## config.mk

```make
export PLATFORM = sky130hd
export DESIGN_NAME = srce_mac
export DESIGN_NICKNAME = d
export VERILOG_FILES = /design/src/rtl/sparse_reduced_cost_engine_macros.svh /design/src/rtl/srce_pkg.sv /design/src/rtl/srce_mac.sv
export SDC_FILE = /design/constraint.sdc
export NUM_CORES = 2
export LEC_CHECK = 0
export ABC_CLOCK_PERIOD_IN_PS = 24000
export BUFFER_PORTS_ARGS = -buffer_cell sky130_fd_sc_hd__buf_4
export CAP_MARGIN = 0
export CORE_MARGIN = 5
export CORE_UTILIZATION = 39
export CTS_CLUSTER_SIZE = 8
export DETAILED_ROUTE_END_ITERATION = 7
export PLACE_DENSITY = 0.52
export SYNTH_ARGS = -nofsm -noshare
export SYNTH_HDL_FRONTEND = slang
export SYNTH_SLANG_ARGS = --single-unit
```

## constraint.sdc

```tcl
create_clock -name i_clk -period 24 [get_ports i_clk]
set_input_delay 1.2 -clock i_clk [delete_from_list [all_inputs] [get_ports i_clk]]
set_output_delay 1.2 -clock i_clk [all_outputs]
set_load 0.02 [all_outputs]
```

## src/rtl/sparse_reduced_cost_engine_macros.svh

```systemverilog
// ----------------------------------------------------------------------------
// sparse_reduced_cost_engine_macros
// Assertion macros used by the reduced-cost engine RTL.
// ----------------------------------------------------------------------------
`ifndef SPARSE_REDUCED_COST_ENGINE_MACROS_SVH
`define SPARSE_REDUCED_COST_ENGINE_MACROS_SVH

// same-cycle implication, disabled in reset
`define SRCE_ASSERT_IMP(lbl, clk, rst_n, ante, cons, msg) \
    lbl: assert property (@(posedge clk) disable iff (!(rst_n)) (ante) |-> (cons)) \
        else $error(msg);

// next-cycle implication, disabled in reset
`define SRCE_ASSERT_NXT(lbl, clk, rst_n, ante, cons, msg) \
    lbl: assert property (@(posedge clk) disable iff (!(rst_n)) (ante) |=> (cons)) \
        else $error(msg);

`endif

```

## src/rtl/srce_pkg.sv

```systemverilog
// ----------------------------------------------------------------------------
// srce_pkg
// Types and constants of the sparse reduced-cost engine.
// ----------------------------------------------------------------------------
package srce_pkg;

    localparam int ROW_W  = 12;
    localparam int VAL_W  = 32;
    localparam int TAG_W  = 16;
    localparam int ACC_W  = 64;
    localparam int FRAC_W = 16;

    typedef logic        [ROW_W-1:0] t_row;
    typedef logic signed [VAL_W-1:0] t_val;
    typedef logic        [TAG_W-1:0] t_tag;
    typedef logic signed [ACC_W-1:0] t_acc;

    // command codes of an input word
    typedef enum logic [1:0] {
        CMD_LOAD  = 2'd0,
        CMD_TERM  = 2'd1,
        CMD_CLOSE = 2'd2,
        CMD_NONE  = 2'd3
    } t_cmd;

    // stage enables from the pipeline control
    typedef struct packed {
        logic s2_load;   // stage 1 moves into stage 2
        logic s2_term;   // term in stage 2 is accumulated
        logic s2_close;  // close in stage 2 leaves, accumulator clears
        logic s3_load;   // stage 3 captures the difference
        logic out_load;  // output register captures the result
    } t_stage_en;

endpackage

```

## src/rtl/srce_mac.sv

```systemverilog
// ----------------------------------------------------------------------------
// srce_mac
// Product register, saturating Q32.32 accumulator and close difference.
// ----------------------------------------------------------------------------
module srce_mac (
    input  logic                i_clk,
    input  logic                i_rst_n,
    input  srce_pkg::t_stage_en i_en,
    input  srce_pkg::t_val      i_price,
    input  srce_pkg::t_val      i_coef,
    input  logic                i_row_ok,
    input  srce_pkg::t_val      i_cost,
    input  srce_pkg::t_tag      i_tag,
    output srce_pkg::t_acc      o_diff,
    output logic                o_clip,
    output srce_pkg::t_tag      o_tag
);
    import srce_pkg::*;

    localparam t_acc ACC_MAX = {1'b0, {(ACC_W-1){1'b1}}};
    localparam t_acc ACC_MIN = {1'b1, {(ACC_W-1){1'b0}}};

    t_acc r_prod;
    t_val r_cost;
    t_tag r_tag;
    t_acc r_sum;
    logic r_sum_clip;

    t_acc n_sum;
    logic sum_ovf;
    t_acc cost_q;
    t_acc diff_raw;
    logic diff_ovf;

    // stage 2 capture: one 32x32 product per term
    always_ff @(posedge i_clk) begin
        if (i_en.s2_load) begin
            r_prod <= i_row_ok ? t_acc'(i_price * i_coef) : '0;
            r_cost <= i_cost;
            r_tag  <= i_tag;
        end
    end

    // saturating add of the product
    always_comb begin
        n_sum   = r_sum + r_prod;
        sum_ovf = (r_sum[ACC_W-1] == r_prod[ACC_W-1]) && (n_sum[ACC_W-1] != r_sum[ACC_W-1]);
        if (sum_ovf) begin
            n_sum = r_sum[ACC_W-1] ? ACC_MIN : ACC_MAX;
        end
    end

    // accumulator: add on a term, clear on a close
    always_ff @(posedge i_clk) begin
        if (!i_rst_n) begin
            r_sum      <= '0;
            r_sum_clip <= 1'b0;
        end else if (i_en.s2_close) begin
            r_sum      <= '0;
            r_sum_clip <= 1'b0;
        end else if (i_en.s2_term) begin
            r_sum      <= n_sum;
            r_sum_clip <= r_sum_clip | sum_ovf;
        end
    end

    // cost in Q32.32 minus the sum, saturated
    always_comb begin
        cost_q   = {{(ACC_W-VAL_W-FRAC_W){r_cost[VAL_W-1]}}, r_cost, {FRAC_W{1'b0}}};
        diff_raw = cost_q - r_sum;
        diff_ovf = (cost_q[ACC_W-1] != r_sum[ACC_W-1])
                && (diff_raw[ACC_W-1] != cost_q[ACC_W-1]);
        o_diff   = diff_ovf ? (cost_q[ACC_W-1] ? ACC_MIN : ACC_MAX) : diff_raw;
        o_clip   = r_sum_clip | diff_ovf;
    end

    assign o_tag = r_tag;

endmodule

```

==> impl_metrics.tcl <==
set metrics [dict create \
    setup_viol 0 \
    syn_area_per_cell_sq_um 9.15 \
    fin_crit_ns 9.35 \
    wirelength_met1_um 68700 \
    syn_area_sq_um 49400 \
    place.gp.congestion 0.854 \
    grt_setup_unrepaired "no" \
    antenna_found_initial 11 \
    syn-num-nets 6897 \
    cts_tree "built" \
    slew_headroom 0.334 \
    pin_count 201 \
    cp-end-kind "flop" \
    clkTransAtPathRegs_ns 0.08 \
    finClkSkew_ns 0.0184 \
    r2r_start "r_prod[2]" \
    fp.dieArea_sq_um 134000 \
    grt_max_degree 75 \
    critPathMaxFanout 32 \
    status "finished clean" \
    tightest_slew_ns 0.992 \
    crit_arrival_ns 9.55 \
    layout.nets 6832 \
    crit_type "in -> reg" \
    ant_nets 0 \
    first_global_vias 39000 \
    synthDistinctLibCells 74 \
    cts_setup_buffers 0 \
    clock_sinks 177 \
    area_delta_synth_final_pct 6.40 \
    drt-vias-per-instance 5.17 \
    nFillCells 12600 \
    syn_inst 5398 \
    cts_buffers 17 \
    grt_pass1_wl_um 223000 \
    final_max_slew_viol_count 0 \
    critPathRequiredTime_ns 24.20 \
    yosys.area.top_type "fa_1" \
    synth_edf_count 112 \
    yosysSeqAreaShare 0.0944 \
    post_cts_resized 0 \
    synth_flop_cell "edfxtp_1" \
    hold_start "r_sum_clip" \
    synth_seq_cells 177 \
    clockRootBuffer "clkbuf_16" \
    regArea_sq_um 4660 \
    synth.most_common_cell "fa_1" \
    drc_errors 0 \
    max_freq_mhz 107 \
    num_rows 130 \
    drive_gt1_frac 0.0507 \
    grt_util_all_layers 0.206 \
    yosysWarnings 0 \
    drt_first_pass_iters 7 \
    place_hpwl_um 110000 \
    routed-wl-met2_um 58700 \
    htree_levels 4 \
    crit_start "i_coef[5]" \
    num_vias 36200 \
    clkLatencyLatePin_ns 0.45 \
    start_util 0.393 \
    gr-total-overflow 0 \
    clockBufferDepth 2 \
    wire_per_inst_um 19.5 \
    highest_layer "met5" \
    portBuffers 198 \
    fin_setup_tns_ns 0 \
    dr_wl_met3_um 7810 \
    maxCapViolCount 0 \
    initialDrtViolationCount 2198 \
    yosys-top-cells-count "fa_1, inv_1, nand2_1" \
    die_w_um 366 \
    cts_hold_buf 0 \
    cp-start-kind "primary input" \
    drt_wl_total_um 137000 \
    synth-async-reset-ratio 0 \
    synth.top_cell.area_share 0.439 \
    multi_input_area_sq_um 39800 \
    die_h_um 366 \
    hold_violations 0 \
    core_sq_um 126000 \
    hp-class "reg -> reg" \
    period_share 0.390 \
    ys_top_cells_by_area "fa_1, inv_1, ha_1" \
]
cell families after synthesis:
group,synth area share
and+or+nand+nor,0.156
adders and majority gates,0.514
buffers and inverters,0.100
AOI/OAI and AO/OA,0.103
DFF,0.0944
xor gates and xnor gates,0.0307
muxes,0.00127
critical path: stages:
cell and delay [ns]:
buf_4 0.38, nand2_1 0.23, inv_1 0.14, fa_1 0.39
inv_1 0.24, fa_1 0.46, inv_1 0.23, fa_1 0.50
inv_1 0.09, fa_1 0.54, inv_1 0.61, fa_1 0.56
fa_1 0.55, inv_1 0.05, fa_1 0.51, inv_1 0.07
fa_1 0.45, ha_1 0.36, inv_1 0.13, o21bai_1 0.10
a21o_1 0.18, a2111oi_0 0.40, nor3_1 0.14, a21o_1 0.21
o2111ai_1 0.30, a31oi_1 0.17, nor3_1 0.14, and3b_1 0.19
placed cells by master (no fill, tap or decap), drive strengths merged, types with 31 or more instances in the layout:
cell type  synthesis  layout
a31oi             31      31
inv             1024    1035
fa              1084    1084
edfxtp           112     112
o21ai            188     188
o21bai            39      39
a21o             116     116
a211oi            31      31
nor3              32      32
nand2            623     623
and2             575     575
dfxtp             65      65
nand4             34      34
a21oi            258     258
nand3             43      43
buf                2     213
nor2             111     111
xnor2            107     107
xor2              66      66
ha               295     295
final timing paths:
kind,slack (ns),depth (start not counted),endpoint
worst max-delay path,14.65,28,r_prod[60]
worst min-delay path,0.49,2,r_sum_clip
worst max register to register,19.38,15,r_sum[60]
worst min register to register,0.49,2,r_sum_clip
per-layer routing:
metal  global-route usage  vias up
met2                0.315      849
met5                    0        -
li1                     -    16600
met4               0.0290        6
met1                0.318    18700
met3               0.0298       88
flip-flops by register name (all words and copies together), names as in the netlist:
name / cells
r_cost: 32
o_tag: 16
r_sum: 64
r_prod: 64
r_sum_clip: 1
layout make-up:
type                    instances  area share
diodes                          2   0.0000952
clock buffers                  19     0.00905
clock inverters                13     0.00212
inverters                    1025      0.0732
multi-input cells            3899       0.757
flip-flops and latches        177      0.0888
well taps                    1650      0.0393
repair buffers                213      0.0304
stage by stage:
| stage | setup slack [ns] | cells | instance area [sq um] | hold slack [ns] | util |
|---|---|---|---|---|---|
| after global routing | 14.28 | 6996 | 52500 | 0.555 | 0.418 |
| final | 14.65 | 6998 | 52600 | 0.487 | 0.418 |
| after detailed placement | 14.17 | 6964 | 52000 | 0.472 | 0.413 |
| after global placement | 14.20 | 6964 | 52000 | 0.479 | 0.413 |
| after floorplan | 15.05 | 5398 | 49400 | 0.431 | - |
| after CTS | 14.64 | 6996 | 52500 | 0.486 | 0.418 |
Power is not shown: default switching activity piles up to over one toggle a cycle in this logic, so the estimate is an artifact.
