<file path="config.mk">
export PLATFORM = sky130hd
export DESIGN_NAME = srce_round
export DESIGN_NICKNAME = d
export VERILOG_FILES = /design/src/rtl/sparse_reduced_cost_engine_macros.svh /design/src/rtl/srce_pkg.sv /design/src/rtl/srce_round.sv
export SDC_FILE = /design/constraint.sdc
export NUM_CORES = 1
export LEC_CHECK = 0
export CORE_ASPECT_RATIO = 0.9
export CORE_MARGIN = 5
export CORE_UTILIZATION = 60
export CTS_CLUSTER_DIAMETER = 200
export DETAILED_ROUTE_END_ITERATION = 8
export DONT_BUFFER_PORTS = 1
export GPL_ROUTABILITY_DRIVEN = 0
export HOLD_SLACK_MARGIN = 0.02
export PLACE_DENSITY_LB_ADDON = 0.15
export REMOVE_ABC_BUFFERS = 1
export SYNTH_ARGS = -nofsm -noshare
export SYNTH_HDL_FRONTEND = slang
export SYNTH_SLANG_ARGS = --single-unit
export TNS_END_PERCENT = 1
</file>
<file path="constraint.sdc">
create_clock -name i_clk -period 6.6 [get_ports i_clk]
set_input_delay 0.66 -clock i_clk [delete_from_list [all_inputs] [get_ports i_clk]]
set_output_delay 0.66 -clock i_clk [all_outputs]
set_load 0.01 [all_outputs]
</file>
<file path="src/rtl/sparse_reduced_cost_engine_macros.svh">
// ----------------------------------------------------------------------------
// sparse_reduced_cost_engine_macros
// Assertion macros used by the reduced-cost engine RTL.
// ----------------------------------------------------------------------------
`ifndef SPARSE_REDUCED_COST_ENGINE_MACROS_SVH
`define SPARSE_REDUCED_COST_ENGINE_MACROS_SVH

// same-cycle implication, disabled in reset
`define SRCE_ASSERT_IMP(lbl, clk, rst_n, ante, cons, msg) \
    lbl: assert property (@(posedge clk) disable iff (!(rst_n)) (ante) |-> (cons)) \
        else $error(msg);

// next-cycle implication, disabled in reset
`define SRCE_ASSERT_NXT(lbl, clk, rst_n, ante, cons, msg) \
    lbl: assert property (@(posedge clk) disable iff (!(rst_n)) (ante) |=> (cons)) \
        else $error(msg);

`endif

</file>
<file path="src/rtl/srce_pkg.sv">
// ----------------------------------------------------------------------------
// srce_pkg
// Types and constants of the sparse reduced-cost engine.
// ----------------------------------------------------------------------------
package srce_pkg;

    localparam int ROW_W  = 12;
    localparam int VAL_W  = 32;
    localparam int TAG_W  = 16;
    localparam int ACC_W  = 64;
    localparam int FRAC_W = 16;

    typedef logic        [ROW_W-1:0] t_row;
    typedef logic signed [VAL_W-1:0] t_val;
    typedef logic        [TAG_W-1:0] t_tag;
    typedef logic signed [ACC_W-1:0] t_acc;

    // command codes of an input word
    typedef enum logic [1:0] {
        CMD_LOAD  = 2'd0,
        CMD_TERM  = 2'd1,
        CMD_CLOSE = 2'd2,
        CMD_NONE  = 2'd3
    } t_cmd;

    // stage enables from the pipeline control
    typedef struct packed {
        logic s2_load;   // stage 1 moves into stage 2
        logic s2_term;   // term in stage 2 is accumulated
        logic s2_close;  // close in stage 2 leaves, accumulator clears
        logic s3_load;   // stage 3 captures the difference
        logic out_load;  // output register captures the result
    } t_stage_en;

endpackage

</file>
<file path="src/rtl/srce_round.sv">
// ----------------------------------------------------------------------------
// srce_round
// Rounds the Q32.32 difference to Q16.16, clips to 32 bits, output register.
// ----------------------------------------------------------------------------
module srce_round (
    input  logic                i_clk,
    input  srce_pkg::t_stage_en i_en,
    input  srce_pkg::t_acc      i_diff,
    input  logic                i_clip,
    input  srce_pkg::t_tag      i_tag,
    output srce_pkg::t_tag      o_var,
    output srce_pkg::t_val      o_cost,
    output logic                o_sat
);
    import srce_pkg::*;

    localparam int Q_W = ACC_W - FRAC_W + 1;

    localparam t_val VAL_MAX = {1'b0, {(VAL_W-1){1'b1}}};
    localparam t_val VAL_MIN = {1'b1, {(VAL_W-1){1'b0}}};

    t_acc r_diff;
    logic r_clip;
    t_tag r_tag;
    t_tag r_out_var;
    t_val r_out_cost;
    logic r_out_sat;

    logic signed [Q_W-1:0] q;
    logic q_ovf;
    t_val q_sat;

    // stage 3 capture
    always_ff @(posedge i_clk) begin
        if (i_en.s3_load) begin
            r_diff <= i_diff;
            r_clip <= i_clip;
            r_tag  <= i_tag;
        end
    end

    // round half up, then clip to the 32-bit range
    always_comb begin
        q     = {r_diff[ACC_W-1], r_diff[ACC_W-1:FRAC_W]}
              + {{(Q_W-1){1'b0}}, r_diff[FRAC_W-1]};
        q_ovf = (q[Q_W-1:VAL_W-1] != {(Q_W-VAL_W+1){1'b0}})
             && (q[Q_W-1:VAL_W-1] != {(Q_W-VAL_W+1){1'b1}});
        q_sat = q_ovf ? (q[Q_W-1] ? VAL_MIN : VAL_MAX) : q[VAL_W-1:0];
    end

    // output register
    always_ff @(posedge i_clk) begin
        if (i_en.out_load) begin
            r_out_var  <= r_tag;
            r_out_cost <= q_sat;
            r_out_sat  <= r_clip | q_ovf;
        end
    end

    assign o_var  = r_out_var;
    assign o_cost = r_out_cost;
    assign o_sat  = r_out_sat;

endmodule

</file>
==> flow_metrics.py <==
metrics = {
    "detailed_routing": {
        "vias": 2773,
        "drt-initial-drc-count": 132,
        "drt_wl_total_um": 9413,
        "drc": 0,
        "wl_per_cell_um": 20.78,
        "first_pass_iters": 5,
        "drtAntennaViolNets": 0,
        "vias_per_cell": 6.121,
    },
    "die": {
        "die_width_um": 105.9,
        "dieArea_mm2": 0.01020,
        "coreArea_mm2": 0.008068,
        "io_pins": 136,
        "row_count": 31,
        "start_util_pct": 61.54,
        "fp.dieH_um": 96.30,
    },
    "sta": {
        "finalHoldViolCount": 0,
        "min_period_over_period_pct": 61.45,
        "finalSetupTns_ns": 0,
        "relSlewSlack_pct": 41.21,
        "timing.fmax_ghz": 0.2466,
        "worst_slew_pin_slew_ns": 0.8745,
        "setup_viol": 0,
        "fin_skew_ns": 0.005503,
        "slew_violations": 0,
        "rsz0062_at_grt": "false",
        "post-route-min-period_ns": 4.056,
    },
    "global_route": {
        "grt_max_degree": 67,
        "overflow": 0,
        "grt_pass1_wl_um": 14860,
        "track_usage_pct": 19.68,
        "antenna_found_initial": 1,
        "grt_pass1_vias": 2783,
    },
    "clocking": {
        "post_cts_buffers": 0,
        "clock_latency_ns": 0.49,
        "cts-resized-gates": 0,
        "cts_tree": "done",
        "clockBufferDepth": 2,
        "cts_max_level": 4,
        "path_clk_slew_ns": 0.05,
        "cts-root-buf": "clkbuf_8",
        "holdBufCountCts": 0,
        "cts.sinks": 115,
        "numCtsBuffers": 17,
    },
    "worst_setup_path": {
        "crit_type": "reg2reg",
        "reg2reg_depth": 9,
        "r2r_start": "r_diff[27]",
        "rrSetupSlack_ns": 2.54,
        "r2r_end": "o_cost[15]",
        "required_ns": 6.82,
        "cp.arrival_ns": 4.28,
        "endpoint_kind": "register",
        "cp_max_fo": 23,
        "critPathLaunchType": "register",
    },
    "finish": {
        "n_fill_cell": 560,
        "area_growth_pct": 12.37,
        "fin_nets": 431,
        "final_layout_size_suffix_gt1_share_pct": 11.30,
        "postLayoutCoreUtil_pct": 69.15,
        "final_cell_area_mm2": 0.005579,
        "insertedDiodeCount": 0,
        "regArea_mm2": 0.003453,
        "multi_input_area_mm2": 0.001446,
    },
    "synthesis": {
        "ys_ff_latch": 115,
        "synth_flop_cell": "edfxtp_1",
        "yosys.area.top_type": "edfxtp_1",
        "async_flop_share_pct": 0,
        "ys_seq_area_share_pct": 69.56,
        "synth_edf_count": 115,
        "netlist_instances": 327,
        "syn_area_mm2": 0.004965,
        "ys_types": 33,
        "synthTopCellsByArea": "edfxtp_1 70%, mux2i_1 6.7%, xor2_1 4.4%",
        "yosys_warnings": 0,
        "yosys.area.top_type_share_pct": 69.56,
        "avgSynthCellArea_um2": 15.18,
    },
    "place": {
        "port_buffers": 0,
        "placed_area_mm2": 0.005065,
        "dp_hpwl_um": 6314,
    },
    "min_path": {
        "min-delay-start": "i_diff[42]",
        "hp-class": "in2reg",
        "hold_end": "r_diff[42]",
        "hold_depth": 0,
    },
    "power_and_ir_drop": {
        "p_leak_nw": 1.759,
        "p_total_mw": 1.759,
        "irDropWorstVdd_mv": 0.2612,
        "power.density_cell_area_mw_per_mm2": 315.4,
    },
    "flow_run": {
        "cap_viol_max_count": 0,
    },
    "outcome": {
        "status": "completed",
    },
}
cells by family (layout without fill, tap and decap cells):
family                     count (synthesis)  in the layout  share of synthesized area, %
AOI/OAI and AO/OA                          9              9                         1.285
xor gates and xnor gates                  42             42                         7.409
adders and majority gates                  2              2                        0.5040
buffers and inverters                     12             39                         1.361
DFF                                      115            115                         69.56
muxes                                     33             33                         6.653
and+or+nand+nor                          114            114                         13.23
metrics by stage:
stage / hold WS [ns] / worst slack, ns / std cells
after CTS: 0.2371 / 2.546 / 453
after global placement: 0.4004 / 2.617 / 422
after global routing: 0.2310 / 2.271 / 453
after detailed placement: 0.4045 / 2.556 / 422
final: 0.2572 / 2.544 / 453
after floorplan: 0.4003 / 2.942 / 320
cell usage after synthesis (2+ instances only):
cell / count
a21oi_1: 4
and2_1: 5
and3_1: 8
and4_1: 4
buf_6: 3
clkbuf_1: 4
edfxtp_1: 115
ha_1: 2
inv_1: 5
mux2i_1: 33
nand2_1: 14
nand3_1: 17
nand4_1: 27
nor2_1: 14
nor3_1: 6
nor4_1: 5
nor4_2: 2
or2_2: 2
or4_1: 2
or4_4: 2
xnor2_1: 17
xor2_1: 25
area by class of cell:
cell class / count / area share, %
clock buffers: 19 / 7.558
inverters: 5 / 0.3364
flip-flops and latches: 115 / 61.90
repair buffers: 3 / 0.4037
multi-input cells: 200 / 25.93
clock inverters: 12 / 1.660
well taps: 99 / 2.220
metal layers:
metal	track usage, %	wire length [µm]
met5	0	13
met4	8.522	191
met3	6.036	623
met2	30.73	4539
met1	25.89	4045
layout by cell type (no fill, tap or decap), drive strengths merged:
cell type / synthesis / layout
or3b: 1 / 1
bufinv: 0 / 1
nand2: 14 / 14
nor4: 7 / 7
a31o: 1 / 1
xnor2: 17 / 17
nand4: 27 / 27
and2: 5 / 5
nand3: 17 / 17
xor2: 25 / 25
nor2: 14 / 14
clkbuf: 4 / 19
and4: 4 / 4
mux2i: 33 / 33
a21oi: 4 / 4
and3: 8 / 8
inv: 5 / 5
nor3: 7 / 7
a211oi: 1 / 1
or3: 1 / 1
edfxtp: 115 / 115
nor3b: 1 / 1
nand2b: 1 / 1
or4: 4 / 4
buf: 3 / 3
or2: 2 / 2
clkinvlp: 0 / 3
o21ai: 2 / 2
nor2b: 1 / 1
a31oi: 1 / 1
clkinv: 0 / 8
ha: 2 / 2
how the worst max path moves through the flow:
| stage | startpoint | slack (ns) | cells past startpoint | end |
|---|---|---|---|---|
| global placement | r_diff[26] | 2.62 | 9 | o_cost[22] |
| detailed placement | r_diff[15] | 2.56 | 11 | o_cost[26] |
| global route | r_diff[15] | 2.27 | 11 | o_cost[18] |
| CTS | r_diff[15] | 2.55 | 11 | o_cost[28] |
| floorplan | r_diff[15] | 2.94 | 10 | o_cost[0] |
| finish | r_diff[27] | 2.54 | 9 | o_cost[15] |
power by group:
group          total, mW  switching (mW)  leakage, nW  internal, mW
sequential         0.920          0.0488         1.12         0.871
clock              0.784           0.295        0.246         0.488
combinational     0.0556          0.0295        0.389        0.0261
total               1.76           0.374         1.76          1.39
flip-flops by register name, summed over array words and instances, names as in the netlist:
name	count
r_diff	49
o_cost	32
o_var	16
r_tag	16
o_sat	1
r_clip	1
critical path, stage by stage, from the launching register on:
cell and delay [ns]:
edfxtp_1 0.41, nand4_1 0.31, nor4_2 0.87, nand4_1 0.20
xor2_1 0.28, nand3_1 0.12, or4_4 0.56, o21ai_4 0.43
buf_4 0.45, mux2i_1 0.14
Power figures use the tool's default switching activity.
